===== config.mk =====
export PLATFORM = sky130hd
export DESIGN_NAME = ordered_list_append_delete
export DESIGN_NICKNAME = d
export VERILOG_FILES = /design/src/hdl/ola_pkg.sv /design/src/hdl/ola_cell.sv /design/src/hdl/ordered_list_append_delete.sv
export SDC_FILE = /design/constraint.sdc
export NUM_CORES = 1
export LEC_CHECK = 0
export BUFFER_PORTS_ARGS = -buffer_cell sky130_fd_sc_hd__buf_4
export CAP_MARGIN = 20
export CELL_PAD_IN_SITES_DETAIL_PLACEMENT = 0
export CELL_PAD_IN_SITES_GLOBAL_PLACEMENT = 1
export CORE_UTILIZATION = 30
export DETAILED_ROUTE_END_ITERATION = 8
export PLACE_DENSITY_LB_ADDON = 0.1
export SLEW_MARGIN = 20
export SYNTH_ARGS = -nofsm -noshare
export SYNTH_HDL_FRONTEND = slang
export SYNTH_HIERARCHICAL = 1
export SYNTH_SLANG_ARGS = --single-unit

===== constraint.sdc =====
create_clock -name clock -period 6.7 [get_ports clock]
set_input_delay 1.34 -clock clock [delete_from_list [all_inputs] [get_ports clock]]
set_output_delay 1.34 -clock clock [all_outputs]
set_load 0.01 [all_outputs]

===== src/hdl/ola_pkg.sv =====
`timescale 1ns / 1ps
`default_nettype none
// ----------------------------------------------------------------------------
// ola_pkg
// Shared types and codes for the ordered list append/delete block.
// ----------------------------------------------------------------------------
package ola_pkg;

   localparam int VALUE_W  = 32;
   localparam int REQ_W    = 2;
   localparam int STATUS_W = 3;

   typedef logic signed [VALUE_W-1:0] value_type;

   typedef enum logic [REQ_W-1:0] {
      REQ_APPEND = 2'd0,
      REQ_DELETE = 2'd1,
      REQ_DUMP   = 2'd2
   } req_kind_type;

   typedef enum logic [STATUS_W-1:0] {
      STS_APPENDED  = 3'd0,
      STS_FULL      = 3'd1,
      STS_DELETED   = 3'd2,
      STS_NOT_FOUND = 3'd3,
      STS_ELEMENT   = 3'd4,
      STS_EMPTY     = 3'd5
   } status_type;

   typedef enum logic [1:0] {
      CELL_HOLD   = 2'd0,
      CELL_APPEND = 2'd1,
      CELL_DELETE = 2'd2,
      CELL_ROTATE = 2'd3
   } cell_op_type;

   typedef struct packed {
      cell_op_type op;
      value_type   key;
   } cell_ctrl_type;

endpackage : ola_pkg
`default_nettype wire


===== src/hdl/ola_cell.sv =====
`timescale 1ns / 1ps
`default_nettype none
// ----------------------------------------------------------------------------
// ola_cell
// One list slot: holds a value, compares it with the key and takes the
// appended value, its neighbor's value or the head value as told.
// ----------------------------------------------------------------------------
module ola_cell #(
   parameter int IDX = 0,
   parameter int CW  = 5
) (
   input  wire                        clock,
   input  wire ola_pkg::cell_ctrl_type ctrl,
   input  wire  [CW-1:0]              fill,
   input  wire ola_pkg::value_type    head_value,
   input  wire ola_pkg::value_type    next_value,
   input  wire                        found_up,
   output ola_pkg::value_type         value,
   output logic                       found_down
);
   import ola_pkg::*;

   localparam logic [CW-1:0] IDX_C = CW'(IDX);

   value_type value_ff;
   value_type value_in;
   logic      occupied;
   logic      match;

   assign occupied   = IDX_C < fill;
   assign match      = occupied && (value_ff == ctrl.key);
   assign found_down = found_up || match;
   assign value      = value_ff;

   always_comb begin
      value_in = value_ff;
      case (ctrl.op)
         CELL_APPEND: begin
            if (fill == IDX_C) value_in = ctrl.key;
         end
         CELL_DELETE: begin
            if (found_down) value_in = next_value;
         end
         CELL_ROTATE: begin
            if (IDX_C == fill - CW'(1)) value_in = head_value;
            else                        value_in = next_value;
         end
         default: begin
            value_in = value_ff;
         end
      endcase
   end

   always_ff @(posedge clock) begin
      value_ff <= value_in;
   end

endmodule : ola_cell
`default_nettype wire


===== src/hdl/ordered_list_append_delete.sv =====
`timescale 1ns / 1ps
`default_nettype none
// ----------------------------------------------------------------------------
// ordered_list_append_delete
// Ordered store of up to DEPTH signed values with append, delete by value
// and dump.
//
// req channel: tuser carries the request kind (append, delete, dump), tdata
// the signed value. rsp channel: tuser carries the status, tdata the element
// value during a dump (zero otherwise), tlast marks the final response of a
// request.
// Append and delete complete in the accept cycle; their single response is
// registered at the accept. Every cell compares its value with the key at
// once and the cells behind the first match shift down by one.
// A dump first enters the dump state and then sends the stored elements in
// order (an empty list registers a single empty response at the accept); its
// first response is registered after the state change. The cell row rotates
// by one each cycle the output is free and the head cell feeds the output.
// A new request is taken once the previous one is finished and the output
// register is free or being emptied; request kind 3 is taken and dropped.
// Reset empties the list; cell contents are not cleared.
// A stalled receiver holds the output register and pauses any dump.
// ----------------------------------------------------------------------------
module ordered_list_append_delete #(
   parameter int DEPTH = 16
) (
   input  wire                            clock,
   input  wire                            reset,
   input  wire                            req_tvalid,
   output logic                           req_tready,
   input  wire  [ola_pkg::VALUE_W-1:0]    req_tdata,   // [31:0] value
   input  wire  [ola_pkg::REQ_W-1:0]      req_tuser,   // [1:0] req_type
   output logic                           rsp_tvalid,
   input  wire                            rsp_tready,
   output logic [ola_pkg::VALUE_W-1:0]    rsp_tdata,   // [31:0] item
   output logic [ola_pkg::STATUS_W-1:0]   rsp_tuser,   // [2:0] status
   output logic                           rsp_tlast
);
   import ola_pkg::*;

   localparam int CW = $clog2(DEPTH + 1);
   localparam logic [CW-1:0] DEPTH_C = CW'(DEPTH);

   typedef enum logic {
      S_IDLE,
      S_DUMP
   } state_type;

   state_type     state_ff, state_in;
   logic [CW-1:0] fill_ff, fill_in;
   logic [CW-1:0] idx_ff, idx_in;
   logic          rsp_valid_ff, rsp_valid_in;
   status_type    rsp_status_ff, rsp_status_in;
   value_type     rsp_item_ff, rsp_item_in;
   logic          rsp_last_ff, rsp_last_in;

   cell_ctrl_type ctrl;
   value_type     cell_value [DEPTH];
   logic          found      [DEPTH+1];
   logic          out_free;
   logic          accept;
   logic          dump_last;

   assign out_free   = !rsp_valid_ff || rsp_tready;
   assign req_tready = (state_ff == S_IDLE) && out_free;
   assign accept     = req_tvalid && req_tready;
   assign dump_last  = (idx_ff == fill_ff - CW'(1));
   assign found[0]   = 1'b0;

   assign rsp_tvalid = rsp_valid_ff;
   assign rsp_tdata  = rsp_item_ff;
   assign rsp_tuser  = rsp_status_ff;
   assign rsp_tlast  = rsp_last_ff;

   for (genvar g = 0; g < DEPTH; g++) begin : g_cell
      value_type next_value;
      if (g == DEPTH - 1) begin : g_end
         assign next_value = cell_value[g];
      end else begin : g_mid
         assign next_value = cell_value[g+1];
      end
      ola_cell #(
         .IDX (g),
         .CW  (CW)
      ) u_cell (
         .clock      (clock),
         .ctrl       (ctrl),
         .fill       (fill_ff),
         .head_value (cell_value[0]),
         .next_value (next_value),
         .found_up   (found[g]),
         .value      (cell_value[g]),
         .found_down (found[g+1])
      );
   end

   always_comb begin
      ctrl.op  = CELL_HOLD;
      ctrl.key = req_tdata;
      if (accept) begin
         case (req_kind_type'(req_tuser))
            REQ_APPEND: begin
               if (fill_ff != DEPTH_C) ctrl.op = CELL_APPEND;
            end
            REQ_DELETE: begin
               ctrl.op = CELL_DELETE;
            end
            default: begin
               ctrl.op = CELL_HOLD;
            end
         endcase
      end else if ((state_ff == S_DUMP) && out_free) begin
         ctrl.op = CELL_ROTATE;
      end
   end

   always_comb begin
      state_in      = state_ff;
      fill_in       = fill_ff;
      idx_in        = idx_ff;
      rsp_valid_in  = rsp_valid_ff && !rsp_tready;
      rsp_status_in = rsp_status_ff;
      rsp_item_in   = rsp_item_ff;
      rsp_last_in   = rsp_last_ff;
      case (state_ff)
         S_IDLE: begin
            if (accept) begin
               rsp_item_in = '0;
               rsp_last_in = 1'b1;
               case (req_kind_type'(req_tuser))
                  REQ_APPEND: begin
                     rsp_valid_in = 1'b1;
                     if (fill_ff == DEPTH_C) begin
                        rsp_status_in = STS_FULL;
                     end else begin
                        fill_in       = fill_ff + CW'(1);
                        rsp_status_in = STS_APPENDED;
                     end
                  end
                  REQ_DELETE: begin
                     rsp_valid_in = 1'b1;
                     if (found[DEPTH]) begin
                        fill_in       = fill_ff - CW'(1);
                        rsp_status_in = STS_DELETED;
                     end else begin
                        rsp_status_in = STS_NOT_FOUND;
                     end
                  end
                  REQ_DUMP: begin
                     if (fill_ff == '0) begin
                        rsp_valid_in  = 1'b1;
                        rsp_status_in = STS_EMPTY;
                     end else begin
                        state_in = S_DUMP;
                        idx_in   = '0;
                     end
                  end
                  default: begin
                     rsp_valid_in = 1'b0;
                  end
               endcase
            end
         end
         S_DUMP: begin
            if (out_free) begin
               rsp_valid_in  = 1'b1;
               rsp_status_in = STS_ELEMENT;
               rsp_item_in   = cell_value[0];
               rsp_last_in   = dump_last;
               idx_in        = idx_ff + CW'(1);
               if (dump_last) state_in = S_IDLE;
            end
         end
         default: begin
            state_in = S_IDLE;
         end
      endcase
   end

   always_ff @(posedge clock) begin
      if (reset) begin
         state_ff     <= S_IDLE;
         fill_ff      <= '0;
         idx_ff       <= '0;
         rsp_valid_ff <= 1'b0;
      end else begin
         state_ff     <= state_in;
         fill_ff      <= fill_in;
         idx_ff       <= idx_in;
         rsp_valid_ff <= rsp_valid_in;
      end
      rsp_status_ff <= rsp_status_in;
      rsp_item_ff   <= rsp_item_in;
      rsp_last_ff   <= rsp_last_in;
   end

endmodule : ordered_list_append_delete
`default_nettype wire


# Word level (Yosys, flattened, before mapping)
# Cells that the tools add are included.
# totals
reg_bits	560
word_cells	302
output_inout_bits	38
# classes
add_sub_neg	3
bitwise_logic	1
muxes	99
n_reduce_logical	65
eq_ne	95
order_cmp	16
# op_table
op	count
two-way mux 32 bit	49
case mux 32 bit (3 select lines)	15
== test 32 bit	16
case mux 32 bit (2 select lines)	2
!= test 2 x 1 -> 1 bit, second input constant	34
AND reduction 3 bit	15
== test 4 x 5 -> 1 bit, first input constant	8
== test 5 x 4 -> 1 bit, second input constant	8
< comparator 4 x 5 -> 1 bit, first input constant	8
two-way mux 5 bit	6
== test 3 x 5 -> 1 bit, first input constant	4
== test 5 x 3 -> 1 bit, second input constant	4
logical AND 1 bit	20
< comparator 3 x 5 -> 1 bit, first input constant	4
case mux 5 bit (2 select lines)	2
logical OR 1 bit	16
two-way mux 1 bit	13
AND reduction 4 bit	3
adder 5 x 1 -> 5 bit, second input constant	2
== test 2 x 5 -> 1 bit, first input constant	2
== test 5 x 2 -> 1 bit, second input constant	2
zero test 5 bit	2
< comparator 1 x 5 -> 1 bit, first input constant	2
< comparator 2 x 5 -> 1 bit, first input constant	2
25 further kinds	40

# Longest topological paths before layout
# logic_depth
depth_word	21
mapped_depth	25
depth_no_buf	25

# By module
# The synthesis kept the hierarchy.
# modules_own_cells
mod	cells_each	seq_area_each_um2	area_each_um2	instances
ordered_list_append_delete	188	1321.3	2279.7	1
ola_cell (g_cell[13].u_cell)	190	960.9	2087.0	1
ola_cell (g_cell[11].u_cell)	196	960.9	2074.5	1
ola_cell (g_cell[4].u_cell)	192	960.9	2069.5	1
ola_cell (g_cell[5].u_cell)	193	960.9	2064.5	1
ola_cell (g_cell[14].u_cell)	191	960.9	2058.2	1
ola_cell (g_cell[0].u_cell)	192	960.9	2057.0	1
ola_cell (g_cell[8].u_cell)	190	960.9	2055.7	1
ola_cell (g_cell[1].u_cell)	189	960.9	2054.5	1
ola_cell (g_cell[12].u_cell)	191	960.9	2052.0	1
ola_cell (g_cell[10].u_cell)	188	960.9	2048.2	1
ola_cell (g_cell[15].u_cell)	190	960.9	2048.2	1
ola_cell (g_cell[9].u_cell)	190	960.9	2044.5	1
ola_cell (g_cell[3].u_cell)	190	960.9	2042.0	1
3 more rows	--	--	--	--

# Worst setup path after synthesis
# No wires, ideal clock.
# synth_path
path_kind	input to register
from	input port req_tuser[1] (netlist bit)
to	register g_cell[2].u_cell.value_ff[0] (enable)
t_required_ns	6.230
path_stages	8
path_slack_ns	0.119
path_buffers	2
t_arrival_ns	6.111
path_cell_list	inv_1 > ha_1 > buf_2 > a21oi_1 > nor2_1 > clkbuf_1 > nand3_1 > o31ai_1
# synth_lines
item	line_no	source
start, declared	ordered_list_append_delete.sv:32	input wire [ola_pkg::REQ_W-1:0] req_tuser,
end signal, assigned	ola_cell.sv:55	value_ff <= value_in;
end, declared	ola_cell.sv:25	value_type value_ff;

==> impl_results.md <==
* Detailed Route Iter0 Violations at 1664
* Overall overflow remaining after global route at 0
* Die Ht at 344.2 µm
* RD Place Congestion at 0.8693
* Post-detailed-placement half-perimeter wirelength at 97520 µm
* Maximum achievable frequency at 163.1 MHz
* Transition at the pin with the smallest max-transition slack at 1.102 ns
* Leading cell types by total area after synthesis: sky130_fd_sc_hd__edfxtp_1, sky130_fd_sc_hd__mux2i_1, sky130_fd_sc_hd__a21oi_1, sky130_fd_sc_hd__xor2_1, sky130_fd_sc_hd__nor2_1
* Synth Instances at 3239
* Most frequent cell after synthesis: sky130_fd_sc_hd__edfxtp_1
* Normalized max-slew margin at 26.52%
* Commonest cells in the netlist: sky130_fd_sc_hd__edfxtp_1, sky130_fd_sc_hd__a21oi_1, sky130_fd_sc_hd__nor2_1
* Max cap viols at 0
* Top-Level Pins at 76
* Final Cycle Share at 91.51%
* Final Hold Fails at 0
* Post-CTS setup buffer count at 0
* Die Wd at 344.2 µm
* Critical path endpoint category: flop
* Filler cells at 11576
* Worst reg2reg path startpoint: fill_ff[2]$_SDFFE_PP0P_
* Area inside the core boundary at 0.1162 mm²
* Data arrival, critical path at 6.67 ns
* Critical-path cell list: or4_4 -> o211ai_1 -> nor4_1 -> a21o_1 -> nand2b_1 -> inv_1 -> o31ai_1 -> or2_1 -> or2_2 -> or2_2 -> a21o_1 -> or2_1 -> or2_1 -> nand2b_1 -> a41o_2 -> o21bai_1 -> or2_2 -> a21o_1 -> or2_1 -> nand2b_1 -> nand2b_1 -> o2111ai_4 -> o21ai_0 -> o311a_1
* Yosys top cell by area: sky130_fd_sc_hd__edfxtp_1
* Post-layout net count at 3449
* Flops & latches, synth at 560
* Layout Area Growth over Synthesis at 15.10%
* Post-synthesis area per instance at 10.84 µm²
* Setup TNS at 0 ns
* Critical Path Max Stage Delay at 0.62 ns
* Crit path kind: reg -> reg
* Start point of the critical path: fill_ff[2]$_SDFFE_PP0P_
* Share of final-layout standard cells stronger than drive strength 1 at 12.84%
* Synth Flop Type: sky130_fd_sc_hd__edfxtp_1
* CTS H-tree depth at 3
* VDD IR max at 0.1626 mV
* DRC violation count after routing at 0
* Area of the mapped netlist at 0.03512 mm²
* HP Class: reg -> reg
* Number of vias per cell at 5.068
* Max-slew violation total from the final report at 0
* Clk Tree Root Cell: sky130_fd_sc_hd__clkbuf_16
* Routed wire length at 131400 µm
* Total routing usage reported by global routing at 22.07%
* Post-CTS Resized at 0
* Largest net degree at the start of global routing at 226
* Data required, critical path at 7.24 ns
* Initial antenna violation count at 4
* Run status: complete, no violations
* Wire length of the first global-routing pass at 188200 µm
* Worst Setup Slack, final at 0.5685 ns
* Buffer levels on the longest clock path at 3
* Number of endpoints failing setup at the final stage at 0
* Power density normalized to cell area at 235.1 mW/mm²
* Overall via count from detail_route at 25260
* Effective utilization at floorplan at 30.23%
* Area share of the largest cell type after synthesis at 46.85%
* TritonCTS Sinks at 560
* Setup crit start kind: flop
* Worst Skew at 0.02770 ns
* Hold buffer count at CTS at 0
* Sequential area share after synthesis at 47.53%
* Library cell contributing the largest single delay on the critical path: sky130_fd_sc_hd__or4_4
* Number of buffers created by CTS at 74
* Antenna Violating Nets Remaining at 0
* Worst hold path startpoint: idx_ff[4]$_SDFFE_PP0P_
* Crit-path leading delay family: simple AND/OR/NAND/NOR gates
* Ys async rst share at 0%
* Clock tree from TritonCTS: built
* Distinct cell type count after synthesis at 85
* Setup repair after global routing missed its margin: false
* Wirelength per Cell at 26.36 µm
* First-pass iteration count of the detailed router at 7
* Lkg Pwr at 15.58 nW
* Buffers added on ports at 75
* Yosys warns at 6
* Post-Place Worst Slack at 0.01043 ns
* Post-CTS clock slew at the launch and capture registers of the worst setup and hold paths at 0.06 ns
* Number of flops mapped to enable cells by yosys at 548
* Crit path max fanout at 14
* Die area at 0.1185 mm²
* Fin crit period at 6.131 ns
* Std-Cell Rows at 125
* Count of buffering cells on the critical path with inverters included at 1
* Number of global-route vias before repair at 25549
* Clk Latency, worst-skew pair at 0.66 ns
## worst min-delay path, stage by stage, from the launching register on
cell                      delay, ns
sky130_fd_sc_hd__dfxtp_1       0.34
sky130_fd_sc_hd__o21ai_0       0.08
sky130_fd_sc_hd__a21oi_1       0.07
## power by group
part | total (mW) | switching (mW) | internal (mW)
sequential | 4.16 | 0.0932 | 4.07
clock | 3.83 | 1.67 | 2.15
combinational | 1.52 | 1.03 | 0.489
total | 9.51 | 2.79 | 6.71
## layout make-up
cell class,instances,area (µm²),share of cell area [%]
clock inverter,43,300.3,0.7428
multi-input combinational,2487,17380,42.99
timing repair buffer,264,2127,5.261
antenna,1,2.502,0.006190
inverter,17,63.81,0.1578
clock buffer,88,1947,4.816
tap,1524,1907,4.717
sequential,560,16700,41.31
## stage by stage
step                instances  util (%)  power (mW)  hold slack (ns)  instance area (µm²)
detailed placement       4852     32.85       5.764           0.5285                38180
global route             4983     34.79       9.863           0.5765                40430
floorplan                3240         -       5.024           0.4698                35130
CTS                      4983     34.79       9.631           0.5382                40430
finish                   4984     34.79       9.506           0.5392                40430
global placement         4851     32.84       5.753           0.5074                38160
## state kept, by name, summed over array words and instances (netlist names)
register and count:
g_cell.u_cell/value 512, rsp_tdata 32, fill_ff 5, idx_ff 5, rsp_tuser 3, rsp_tlast 1
rsp_tvalid 1, state_ff 1
## path summary, 6_finish.rpt
check                           cells after the start  slack (ns)                      end
worst max-delay path                               24        0.57  fill_ff[1]$_SDFFE_PP0P_
worst min register to register                      2        0.54   idx_ff[4]$_SDFFE_PP0P_
worst min-delay path                                2        0.54   idx_ff[4]$_SDFFE_PP0P_
worst max register to register                     24        0.57  fill_ff[1]$_SDFFE_PP0P_
## cell families after synthesis
kind of cell	after synthesis	synth area share (%)
muxes	513	14.62
adders and majority gates	7	0.2493
other	1	0.01068
xor gates and xnor gates	516	12.93
AOI/OAI and AO/OA	613	9.351
and+or+nand+nor	836	11.79
buffers and inverters	193	3.512
DFF	560	47.53
## layer usage
metal | GRT usage (%) | share of wire, % | vias to the layer above | routed length, µm
li1 | - | - | 12145 | -
met1 | 26.51 | 41 | 12345 | 53900
met2 | 39.20 | 50 | 587 | 66330
met3 | 2.442 | 3.4 | 183 | 4408
met4 | 10.51 | 5.1 | 0 | 6711
met5 | 0 | 0 | - | 0
## cell usage in the layout, fill, tap and decap left out, types with 4 or more instances in the layout
cell                          n
sky130_fd_sc_hd__a21o_1       7
sky130_fd_sc_hd__a21oi_1    538
sky130_fd_sc_hd__a31oi_1      4
sky130_fd_sc_hd__and2_1      33
sky130_fd_sc_hd__and4b_1      4
sky130_fd_sc_hd__buf_12      11
sky130_fd_sc_hd__buf_4      252
sky130_fd_sc_hd__clkbuf_1    12
sky130_fd_sc_hd__clkbuf_16   76
sky130_fd_sc_hd__clkinv_1    13
sky130_fd_sc_hd__clkinv_2    20
sky130_fd_sc_hd__dfxtp_1      7
sky130_fd_sc_hd__dfxtp_2      5
sky130_fd_sc_hd__edfxtp_1   548
sky130_fd_sc_hd__ha_1         7
sky130_fd_sc_hd__inv_1       17
sky130_fd_sc_hd__mux2i_1    513
sky130_fd_sc_hd__nand2_1     19
sky130_fd_sc_hd__nand2b_1     8
sky130_fd_sc_hd__nand3_1     22
sky130_fd_sc_hd__nand4_1     63
sky130_fd_sc_hd__nor2_1     528
sky130_fd_sc_hd__nor3_1      17
sky130_fd_sc_hd__nor4_1      70
sky130_fd_sc_hd__nor4_2      13
sky130_fd_sc_hd__o21ai_0     19
sky130_fd_sc_hd__o2bb2ai_4    4
sky130_fd_sc_hd__o31ai_1      4
sky130_fd_sc_hd__or2_1        4
sky130_fd_sc_hd__or3_1        5
sky130_fd_sc_hd__or4_1        4
sky130_fd_sc_hd__xnor2_1    221
sky130_fd_sc_hd__xor2_1     293
Note: power is estimated with default switching activity, not from simulation.
